--- config.mk ---
export PLATFORM = sky130hd
export DESIGN_NAME = encoder_pid_speed_pwm
export DESIGN_NICKNAME = d
export VERILOG_FILES = /design/src/hw/rtl/epsp_pkg.sv /design/src/hw/rtl/epsp_mul.sv /design/src/hw/rtl/encoder_pid_speed_pwm.sv
export SDC_FILE = /design/constraint.sdc
export NUM_CORES = 2
export LEC_CHECK = 0
export BUFFER_PORTS_ARGS = -buffer_cell sky130_fd_sc_hd__clkbuf_2
export CAP_MARGIN = 20
export CORE_UTILIZATION = 45
export DETAILED_ROUTE_END_ITERATION = 10
export SLEW_MARGIN = 40
export SYNTH_ARGS = -nofsm -noshare
export SYNTH_HDL_FRONTEND = slang
export SYNTH_SLANG_ARGS = --single-unit
--- constraint.sdc ---
create_clock -name i_clk -period 25.3 [get_ports i_clk]
set_input_delay 1.265 -clock i_clk [delete_from_list [all_inputs] [get_ports i_clk]]
set_output_delay 1.265 -clock i_clk [all_outputs]
set_load 0.01 [all_outputs]
--- src/hw/rtl/epsp_pkg.sv ---
// Shared types and constants for the encoder speed PID and PWM duty block.
package epsp_pkg;

    // Configuration register indexes.
    localparam logic [1:0] CFG_PROP_GAIN  = 2'd0;
    localparam logic [1:0] CFG_INTEG_GAIN = 2'd1;
    localparam logic [1:0] CFG_DERIV_GAIN = 2'd2;
    localparam logic [1:0] CFG_PWM_PERIOD = 2'd3;

    // Register reset values.
    localparam logic [9:0]  PROP_GAIN_RST  = 10'd8;
    localparam logic [9:0]  INTEG_GAIN_RST = 10'd1;
    localparam logic [9:0]  DERIV_GAIN_RST = 10'd10;
    localparam logic [15:0] PWM_PERIOD_RST = 16'd8000;

    // Shared multiplier: signed A operand times unsigned B operand.
    localparam int MUL_A_W = 23;
    localparam int MUL_B_W = 24;
    localparam int MUL_P_W = MUL_A_W + MUL_B_W + 1;

    // Division by five through a reciprocal: q = (y * RECIP_5) >> RECIP_SHIFT.
    // Exact for every y below 2**22.
    localparam int                 RECIP_SHIFT = 26;
    localparam logic [MUL_B_W-1:0] RECIP_5     = 24'd13421773;

    // Input kinds carried in tuser.
    localparam logic ACT_EDGE = 1'b0;
    localparam logic ACT_TICK = 1'b1;

    // Control sequencer states.
    typedef enum logic [2:0] {
        ST_IDLE,
        ST_MUL_P,
        ST_MUL_D,
        ST_MUL_I,
        ST_DIV,
        ST_INTEG,
        ST_SUM
    } t_state;

endpackage

--- src/hw/rtl/epsp_mul.sv ---
// Shared signed-by-unsigned multiplier with a registered product.
module epsp_mul
    import epsp_pkg::*;
(
    input  logic                       i_clk,
    input  logic signed [MUL_A_W-1:0]  i_a,
    input  logic        [MUL_B_W-1:0]  i_b,
    output logic signed [MUL_P_W-1:0]  o_prod
);

    logic signed [MUL_P_W-1:0] r_prod;
    logic signed [MUL_P_W-1:0] n_prod;

    // The B operand is zero-extended so that the product stays signed.
    assign n_prod = MUL_P_W'(i_a) * MUL_P_W'($signed({1'b0, i_b}));

    always_ff @(posedge i_clk) begin
        r_prod <= n_prod;
    end

    assign o_prod = r_prod;

endmodule

--- src/hw/rtl/encoder_pid_speed_pwm.sv ---
// Top level: encoder edge counter, PID sequencer on a shared multiplier, duty output.
//
//  Channel | Direction | Handshake                       | Payload
//  s_axis  | in        | i_s_axis_tvalid/o_s_axis_tready | tdata: direction, setpoint; tuser: action
//  m_axis  | out       | o_m_axis_tvalid/i_m_axis_tready | tdata: duty, measured_speed
//  cfg     | in        | i_cfg_valid/o_cfg_ready         | i_cfg_index, i_cfg_data
//
// An encoder edge does not leave the idle state, so the block stays ready for the next item.
// A control tick holds off the next transfer while the sequencer makes four passes
// through the one shared multiplier (P, D, integral product, divide by 40), then
// does the integral update and the clamped duty sum.
// A full output register holds the sequencer in its last step until it is taken.
// Reset is synchronous, active low; the counter, PID state and duty clear to zero.
module encoder_pid_speed_pwm
    import epsp_pkg::*;
(
    input  logic        i_clk,
    input  logic        i_rst_n,
    // Input items
    input  logic        i_s_axis_tvalid,
    output logic        o_s_axis_tready,
    input  logic [7:0]  i_s_axis_tdata,   // [0] direction, [4:1] setpoint, [7:5] zero
    input  logic        i_s_axis_tuser,   // [0] action
    // Result items
    output logic        o_m_axis_tvalid,
    input  logic        i_m_axis_tready,
    output logic [31:0] o_m_axis_tdata,   // [15:0] duty, [31:16] measured_speed
    // Configuration writes
    input  logic        i_cfg_valid,
    output logic        o_cfg_ready,
    input  logic [1:0]  i_cfg_index,
    input  logic [15:0] i_cfg_data
);

    localparam int ERR_W  = 17;
    localparam int DIFF_W = 18;
    localparam int P_W    = 27;
    localparam int D_W    = 32;
    localparam int PD_W   = 33;
    localparam int Q_W    = 20;
    localparam int SUM_W  = 35;

    // Configuration registers
    logic [9:0]  r_prop_gain;
    logic [9:0]  r_integ_gain;
    logic [9:0]  r_deriv_gain;
    logic [15:0] r_pwm_period;

    // Controller state
    t_state                    r_state, n_state;
    logic signed [15:0]        r_edge_count;
    logic signed [ERR_W-1:0]   r_last_err;
    logic signed [31:0]        r_integ;
    logic        [15:0]        r_duty;

    // Per-tick working registers
    logic signed [15:0]        r_speed;
    logic signed [ERR_W-1:0]   r_err;
    logic signed [P_W-1:0]     r_p;
    logic signed [D_W-1:0]     r_d;
    logic signed [PD_W-1:0]    r_pd;
    logic                      r_xneg;

    // Output register
    logic                      r_out_valid;
    logic [31:0]               r_out_data;

    // Shared multiplier operands and product
    logic signed [MUL_A_W-1:0] mul_a;
    logic        [MUL_B_W-1:0] mul_b;
    logic signed [MUL_P_W-1:0] mul_prod;

    logic                      in_xfer;
    logic                      out_free;
    logic        [15:0]        kd40;
    logic        [15:0]        period_eff;
    logic signed [16:0]        speed_mag;
    logic signed [ERR_W-1:0]   err_new;
    logic signed [DIFF_W-1:0]  err_diff;
    logic signed [P_W-1:0]     x_prod;
    logic        [P_W-1:0]     x_abs;
    logic        [21:0]        y_div;
    logic        [Q_W-1:0]     q_div;
    logic signed [Q_W:0]       inc;
    logic signed [32:0]        integ_sum;
    logic signed [31:0]        integ_next;
    logic signed [SUM_W-1:0]   duty_sum;
    logic        [15:0]        duty_next;

    assign in_xfer  = i_s_axis_tvalid && o_s_axis_tready;
    assign out_free = !r_out_valid || i_m_axis_tready;

    // Derivative gain scaled by 40 as two shifts.
    assign kd40 = 16'({r_deriv_gain, 5'd0}) + 16'({r_deriv_gain, 3'd0});

    // A period below two behaves as two.
    assign period_eff = (r_pwm_period < 16'd2) ? 16'd2 : r_pwm_period;

    // Error from the edge count at the tick.
    assign speed_mag = r_edge_count[15] ? -17'(r_edge_count) : 17'(r_edge_count);
    assign err_new   = $signed(ERR_W'({1'b0, i_s_axis_tdata[4:1]})) - speed_mag;
    assign err_diff  = DIFF_W'(r_err) - DIFF_W'(r_last_err);

    // Integral product magnitude; |x|/40 is (|x|>>3)/5.
    assign x_prod = mul_prod[P_W-1:0];
    assign x_abs  = x_prod[P_W-1] ? P_W'(-x_prod) : P_W'(x_prod);
    assign y_div  = x_abs[24:3];
    assign q_div  = mul_prod[RECIP_SHIFT+Q_W-1:RECIP_SHIFT];
    assign inc    = r_xneg ? -$signed({1'b0, q_div}) : $signed({1'b0, q_div});

    // Saturating integral update.
    assign integ_sum = 33'(r_integ) + 33'(inc);
    always_comb begin
        if (integ_sum[32] != integ_sum[31]) begin
            integ_next = integ_sum[32] ? 32'sh8000_0000 : 32'sh7FFF_FFFF;
        end else begin
            integ_next = integ_sum[31:0];
        end
    end

    // Duty sum and clamp; the upper bound wins over the lower one.
    assign duty_sum = SUM_W'(r_pd) + SUM_W'(r_integ) + $signed(SUM_W'({1'b0, r_duty}));
    always_comb begin
        if (duty_sum >= $signed(SUM_W'({1'b0, period_eff}))) begin
            duty_next = period_eff - 16'd1;
        end else if (duty_sum <= 0) begin
            duty_next = 16'd1;
        end else begin
            duty_next = duty_sum[15:0];
        end
    end

    // Sequencer next state and multiplier operand selection.
    always_comb begin
        n_state = r_state;
        mul_a   = '0;
        mul_b   = '0;
        unique case (r_state)
            ST_IDLE: begin
                if (in_xfer && (i_s_axis_tuser == ACT_TICK)) begin
                    n_state = ST_MUL_P;
                end
            end
            ST_MUL_P: begin
                mul_a   = MUL_A_W'(r_err);
                mul_b   = MUL_B_W'(r_prop_gain);
                n_state = ST_MUL_D;
            end
            ST_MUL_D: begin
                mul_a   = MUL_A_W'(err_diff);
                mul_b   = MUL_B_W'(kd40);
                n_state = ST_MUL_I;
            end
            ST_MUL_I: begin
                mul_a   = MUL_A_W'(r_err);
                mul_b   = MUL_B_W'(r_integ_gain);
                n_state = ST_DIV;
            end
            ST_DIV: begin
                mul_a   = $signed({1'b0, y_div});
                mul_b   = RECIP_5;
                n_state = ST_INTEG;
            end
            ST_INTEG: begin
                n_state = ST_SUM;
            end
            ST_SUM: begin
                if (out_free) begin
                    n_state = ST_IDLE;
                end
            end
            default: begin
                n_state = ST_IDLE;
            end
        endcase
    end

    always_ff @(posedge i_clk) begin
        if (!i_rst_n) begin
            r_state <= ST_IDLE;
        end else begin
            r_state <= n_state;
        end
    end

    // Configuration register file.
    always_ff @(posedge i_clk) begin
        if (!i_rst_n) begin
            r_prop_gain  <= PROP_GAIN_RST;
            r_integ_gain <= INTEG_GAIN_RST;
            r_deriv_gain <= DERIV_GAIN_RST;
            r_pwm_period <= PWM_PERIOD_RST;
        end else if (i_cfg_valid && o_cfg_ready) begin
            unique case (i_cfg_index)
                CFG_PROP_GAIN:  r_prop_gain  <= i_cfg_data[9:0];
                CFG_INTEG_GAIN: r_integ_gain <= i_cfg_data[9:0];
                CFG_DERIV_GAIN: r_deriv_gain <= i_cfg_data[9:0];
                CFG_PWM_PERIOD: r_pwm_period <= i_cfg_data;
                default: ;
            endcase
        end
    end

    // Edge counter and PID state.
    always_ff @(posedge i_clk) begin
        if (!i_rst_n) begin
            r_edge_count <= '0;
            r_last_err   <= '0;
            r_integ      <= '0;
            r_duty       <= '0;
        end else begin
            if (in_xfer) begin
                if (i_s_axis_tuser == ACT_TICK) begin
                    r_edge_count <= '0;
                end else if (i_s_axis_tdata[0]) begin
                    if (r_edge_count != 16'sh7FFF) begin
                        r_edge_count <= r_edge_count + 16'sd1;
                    end
                end else if (r_edge_count != 16'sh8000) begin
                    r_edge_count <= r_edge_count - 16'sd1;
                end
            end
            if (r_state == ST_INTEG) begin
                r_integ <= integ_next;
            end
            if ((r_state == ST_SUM) && out_free) begin
                r_duty     <= duty_next;
                r_last_err <= r_err;
            end
        end
    end

    // Per-tick working registers capture each registered product in the step after the one that set its operands.
    always_ff @(posedge i_clk) begin
        if (in_xfer && (i_s_axis_tuser == ACT_TICK)) begin
            r_speed <= r_edge_count;
            r_err   <= err_new;
        end
        if (r_state == ST_MUL_D) begin
            r_p <= mul_prod[P_W-1:0];
        end
        if (r_state == ST_MUL_I) begin
            r_d <= mul_prod[D_W-1:0];
        end
        if (r_state == ST_DIV) begin
            r_xneg <= x_prod[P_W-1];
            r_pd   <= PD_W'(r_p) + PD_W'(r_d);
        end
    end

    // Output register.
    always_ff @(posedge i_clk) begin
        if (!i_rst_n) begin
            r_out_valid <= 1'b0;
        end else if ((r_state == ST_SUM) && out_free) begin
            r_out_valid <= 1'b1;
        end else if (i_m_axis_tready) begin
            r_out_valid <= 1'b0;
        end
    end

    always_ff @(posedge i_clk) begin
        if ((r_state == ST_SUM) && out_free) begin
            r_out_data <= {r_speed, duty_next};
        end
    end

    epsp_mul u_mul (
        .i_clk  (i_clk),
        .i_a    (mul_a),
        .i_b    (mul_b),
        .o_prod (mul_prod)
    );

    assign o_s_axis_tready = (r_state == ST_IDLE);
    assign o_m_axis_tvalid = r_out_valid;
    assign o_m_axis_tdata  = r_out_data;
    assign o_cfg_ready     = 1'b1;

    // A tick clears the edge count and occupies the sequencer.
    a_tick_clears: assert property (@(posedge i_clk) disable iff (!i_rst_n)
        (in_xfer && (i_s_axis_tuser == ACT_TICK)) |=> (r_edge_count == 0) && !o_s_axis_tready)
        else $error("tick did not clear the count or start the sequencer");

    // A delivered duty value is never zero.
    a_duty_nonzero: assert property (@(posedge i_clk) disable iff (!i_rst_n)
        o_m_axis_tvalid |-> (o_m_axis_tdata[15:0] != 16'd0))
        else $error("duty of zero presented");

    // The integral only moves in its own sequencer step.
    a_integ_step: assert property (@(posedge i_clk) disable iff (!i_rst_n)
        (r_state != ST_INTEG) |=> $stable(r_integ))
        else $error("integral changed outside its update step");

    // Edge items never give a result.
    a_edge_silent: assert property (@(posedge i_clk) disable iff (!i_rst_n)
        (in_xfer && (i_s_axis_tuser == ACT_EDGE) && !o_m_axis_tvalid) |=> !o_m_axis_tvalid)
        else $error("result appeared after an edge item");

endmodule
==> flow_summary_export.csv <==
group,metric,value,unit
hold_path,hold_class,"reg2reg",
timing,min_period,11740,ps
setup_path,startpoint_type,"register",
clock_tree,clk_path_buf_depth,3,
floorplan,io_pins,67,
pwr,ir_worst_vdd,0.0000508,V
setup_path,rr_startpoint,"u_mul.o_prod[3]",
clock_tree,cts_buffers,42,
setup_path,rr_endpoint,"u_mul.o_prod[43]",
setup_path,cpPeakStageDelay,570,ps
floorplan,die_h,282,µm
timing,tns,0,ps
clock_tree,cts_setup_buffers,0,
yosys,ys_ff_latch,335,
yosys,synth_cell_type_count,87,
floorplan,die_w,282,µm
hold_path,holdPathStages,0,
yosys,synth_ff_type,"dfxtp_1",
grt,grt_overflow_total,0,
pwr,power.density,45.3,nW/µm²
floorplan,num_rows,102,
grt,grt_max_degree,55,
placed_design,preCtsSetupSlack,13590,ps
clock_tree,clock_latency,610,ps
setup_path,cp.required,25810,ps
timing,worst_slack,13560,ps
timing,period_share,0.464,
clock_tree,clock_sinks,335,
final_layout,instances_no_fill,4956,
routing,drt-total-wl,91600,µm
grt,grt_pass1_wl,145000,µm
yosys,synth_edf_count,158,
setup_path,cp_max_fo,17,
timing,finalHoldViolations,0,
routing,ant_nets,0,
timing,hold_ws,414,ps
run_status,status,"finished, final reports clean",
floorplan,start_util,0.455,
final_layout,layout.cells.most_common,"inv_1",
placed_design,post_dp_cell_area,36900,µm²
routing,drc,0,
hold_path,min_from,"r_speed[6]",
routing,firstDrtPassIters,5,
timing,max_freq,0.0852,GHz
routing,first_iter_violations,1547,
clock_tree,root_buffer,"clkbuf_16",
yosys,ys_warn_count,0,
routing,viasPerCell,5.34,
yosys,synthesis.area,35300,µm²
clock_tree,cts.reportedPaths.clkPinSlew,60,ps
final_layout,drive_above_1_share,0.0656,
grt,grt.total_usage,0.235,
clock_tree,cts_resized,0,
timing,report.final.slew_viol_count,0,
hold_path,min_to,"o_m_axis_tdata[22]",
yosys,synthArstFlopShare,0,
yosys,synth_nets,4661,
final_layout,area_delta_synth_final,8.66,%
setup_path,regToRegSetupSlack,13560,ps
setup_path,ff2ff_path_depth,38,
grt,grt_antenna_before_repair,1,
floorplan,die-area,79600,µm²
final_layout,final_cell_mix,"inv_1 (563), nand2_1 (431), fa_1 (393)",
setup_path,cpMostUsedCell,"fa_1",
pwr,total_power,1.74,mW
flow_run,maxCapViolations,0,
timing,finClkSkew,54.7,ps
floorplan,coreArea,77600,µm²
grt,grt_pass1_vias,26300,
yosys,yosysSeqAreaShare,0.235,
placed_design,placed_cells,4878,
placed_design,dp_hpwl,73800,µm
clock_tree,cts_htree_levels,2,
setup_path,cp.arrival,12250,ps
final_layout,nets,4699,
final_layout,final_area,38400,µm²
clock_tree,cts_tree,"yes",
routing,vias,26400,
setup_path,critPathKind,"reg2reg",
setup_path,slowest_stage,"or4_4",
clock_tree,hold_buffers,0,
timing,rsz0062_at_grt,"false",
timing,tightest_slew,883,ps
placed_design,place_congestion,0.943,
setup_path,crit_path_end_kind,"register",
placed_design,port_buffers,62,
yosys,syn_inst,3844,
final_layout,fin_util,0.495,
pwr,p_leak,18.1,nW
final_layout,diodes,0,
yosys,syn_avg_cell_area,9.19,µm²
timing,finalSetupViolations,0,
routing,routedWlPerCell,18.5,µm
timing,slew_headroom,0.409,
## where the power goes
part	switching (mW)	internal [mW]
sequential	0.0301	0.605
clock	0.254	0.372
combinational	0.295	0.183
## routing by layer
metal	track usage	share of wire	vias up
met5	0	0	-
met2	0.401	0.48	578
met4	0.0590	0.023	0
met3	0.0326	0.051	106
met1	0.314	0.45	12900
li1	-	-	12800
## state kept, by name (all words and copies together) (netlist names)
| register | flops |
|---|---|
| u_mul.o_prod | 46 |
| r_state | 3 |
| r_last_err | 17 |
| r_pwm_period | 16 |
| r_prop_gain | 10 |
| r_duty | 16 |
| r_speed | 16 |
| o_m_axis_tvalid | 1 |
| r_integ | 32 |
| r_err | 17 |
| o_m_axis_tdata | 32 |
| r_pd | 33 |
| r_d | 32 |
| r_integ_gain | 10 |
| r_xneg | 1 |
| r_edge_count | 16 |
| r_deriv_gain | 10 |
| r_p | 27 |
## kinds of logic after synthesis
kind of cell | count (synthesis) | share of synthesized area
simple gates | 1089 | 0.140
fa+ha+maj | 787 | 0.362
buf+inv | 690 | 0.0744
compound gates | 674 | 0.121
flops | 335 | 0.235
xor+xnor | 228 | 0.0565
mux | 40 | 0.0116
other cells | 1 | 0.000106
## critical path, delay by kind of cell (launching register included)
family	cells	cell delay (ps)
and+or+nand+nor	12	4410
adders and majority gates	8	4070
xor gates and xnor gates	2	180
DFF	1	340
buffers and inverters	5	540
AOI/OAI and AO/OA	11	2110
## synth_stat cells (35+ instances only)
cell	instances	area share
clkbuf_1	101	0.011
inv_1	567	0.060
nand2_1	434	0.046
a21o_1	84	0.018
a21oi_1	206	0.029
nand2b_1	46	0.0081
nand3_1	55	0.0078
xnor2_1	140	0.035
nor2_1	309	0.033
dfxtp_1	177	0.10
and2_1	35	0.0062
o21ai_0	124	0.018
xor2_1	88	0.022
fa_1	393	0.22
nor3_1	40	0.0057
nor2b_1	35	0.0062
edfxtp_1	158	0.13
ha_1	392	0.14
## layout make-up
cell class / count / area, µm²
fill: 7420 / 39200
tap: 1040 / 1300
sequential: 335 / 8290
clock buffer: 53 / 1120
clock inverter: 25 / 325
inverter: 570 / 2140
timing repair buffer: 114 / 701
multi-input combinational: 2819 / 24500
## worst max path at each step
stage / start / to / depth (start not counted)
after detailed placement: u_mul.o_prod[3] / u_mul.o_prod[43] / 38
final: u_mul.o_prod[3] / u_mul.o_prod[43] / 38
after CTS: u_mul.o_prod[3] / u_mul.o_prod[43] / 38
after global placement: u_mul.o_prod[3] / u_mul.o_prod[43] / 38
after global routing: u_mul.o_prod[3] / u_mul.o_prod[43] / 38
after floorplan: u_mul.o_prod[3] / u_mul.o_prod[43] / 38
(Power assumes the default switching activity.)
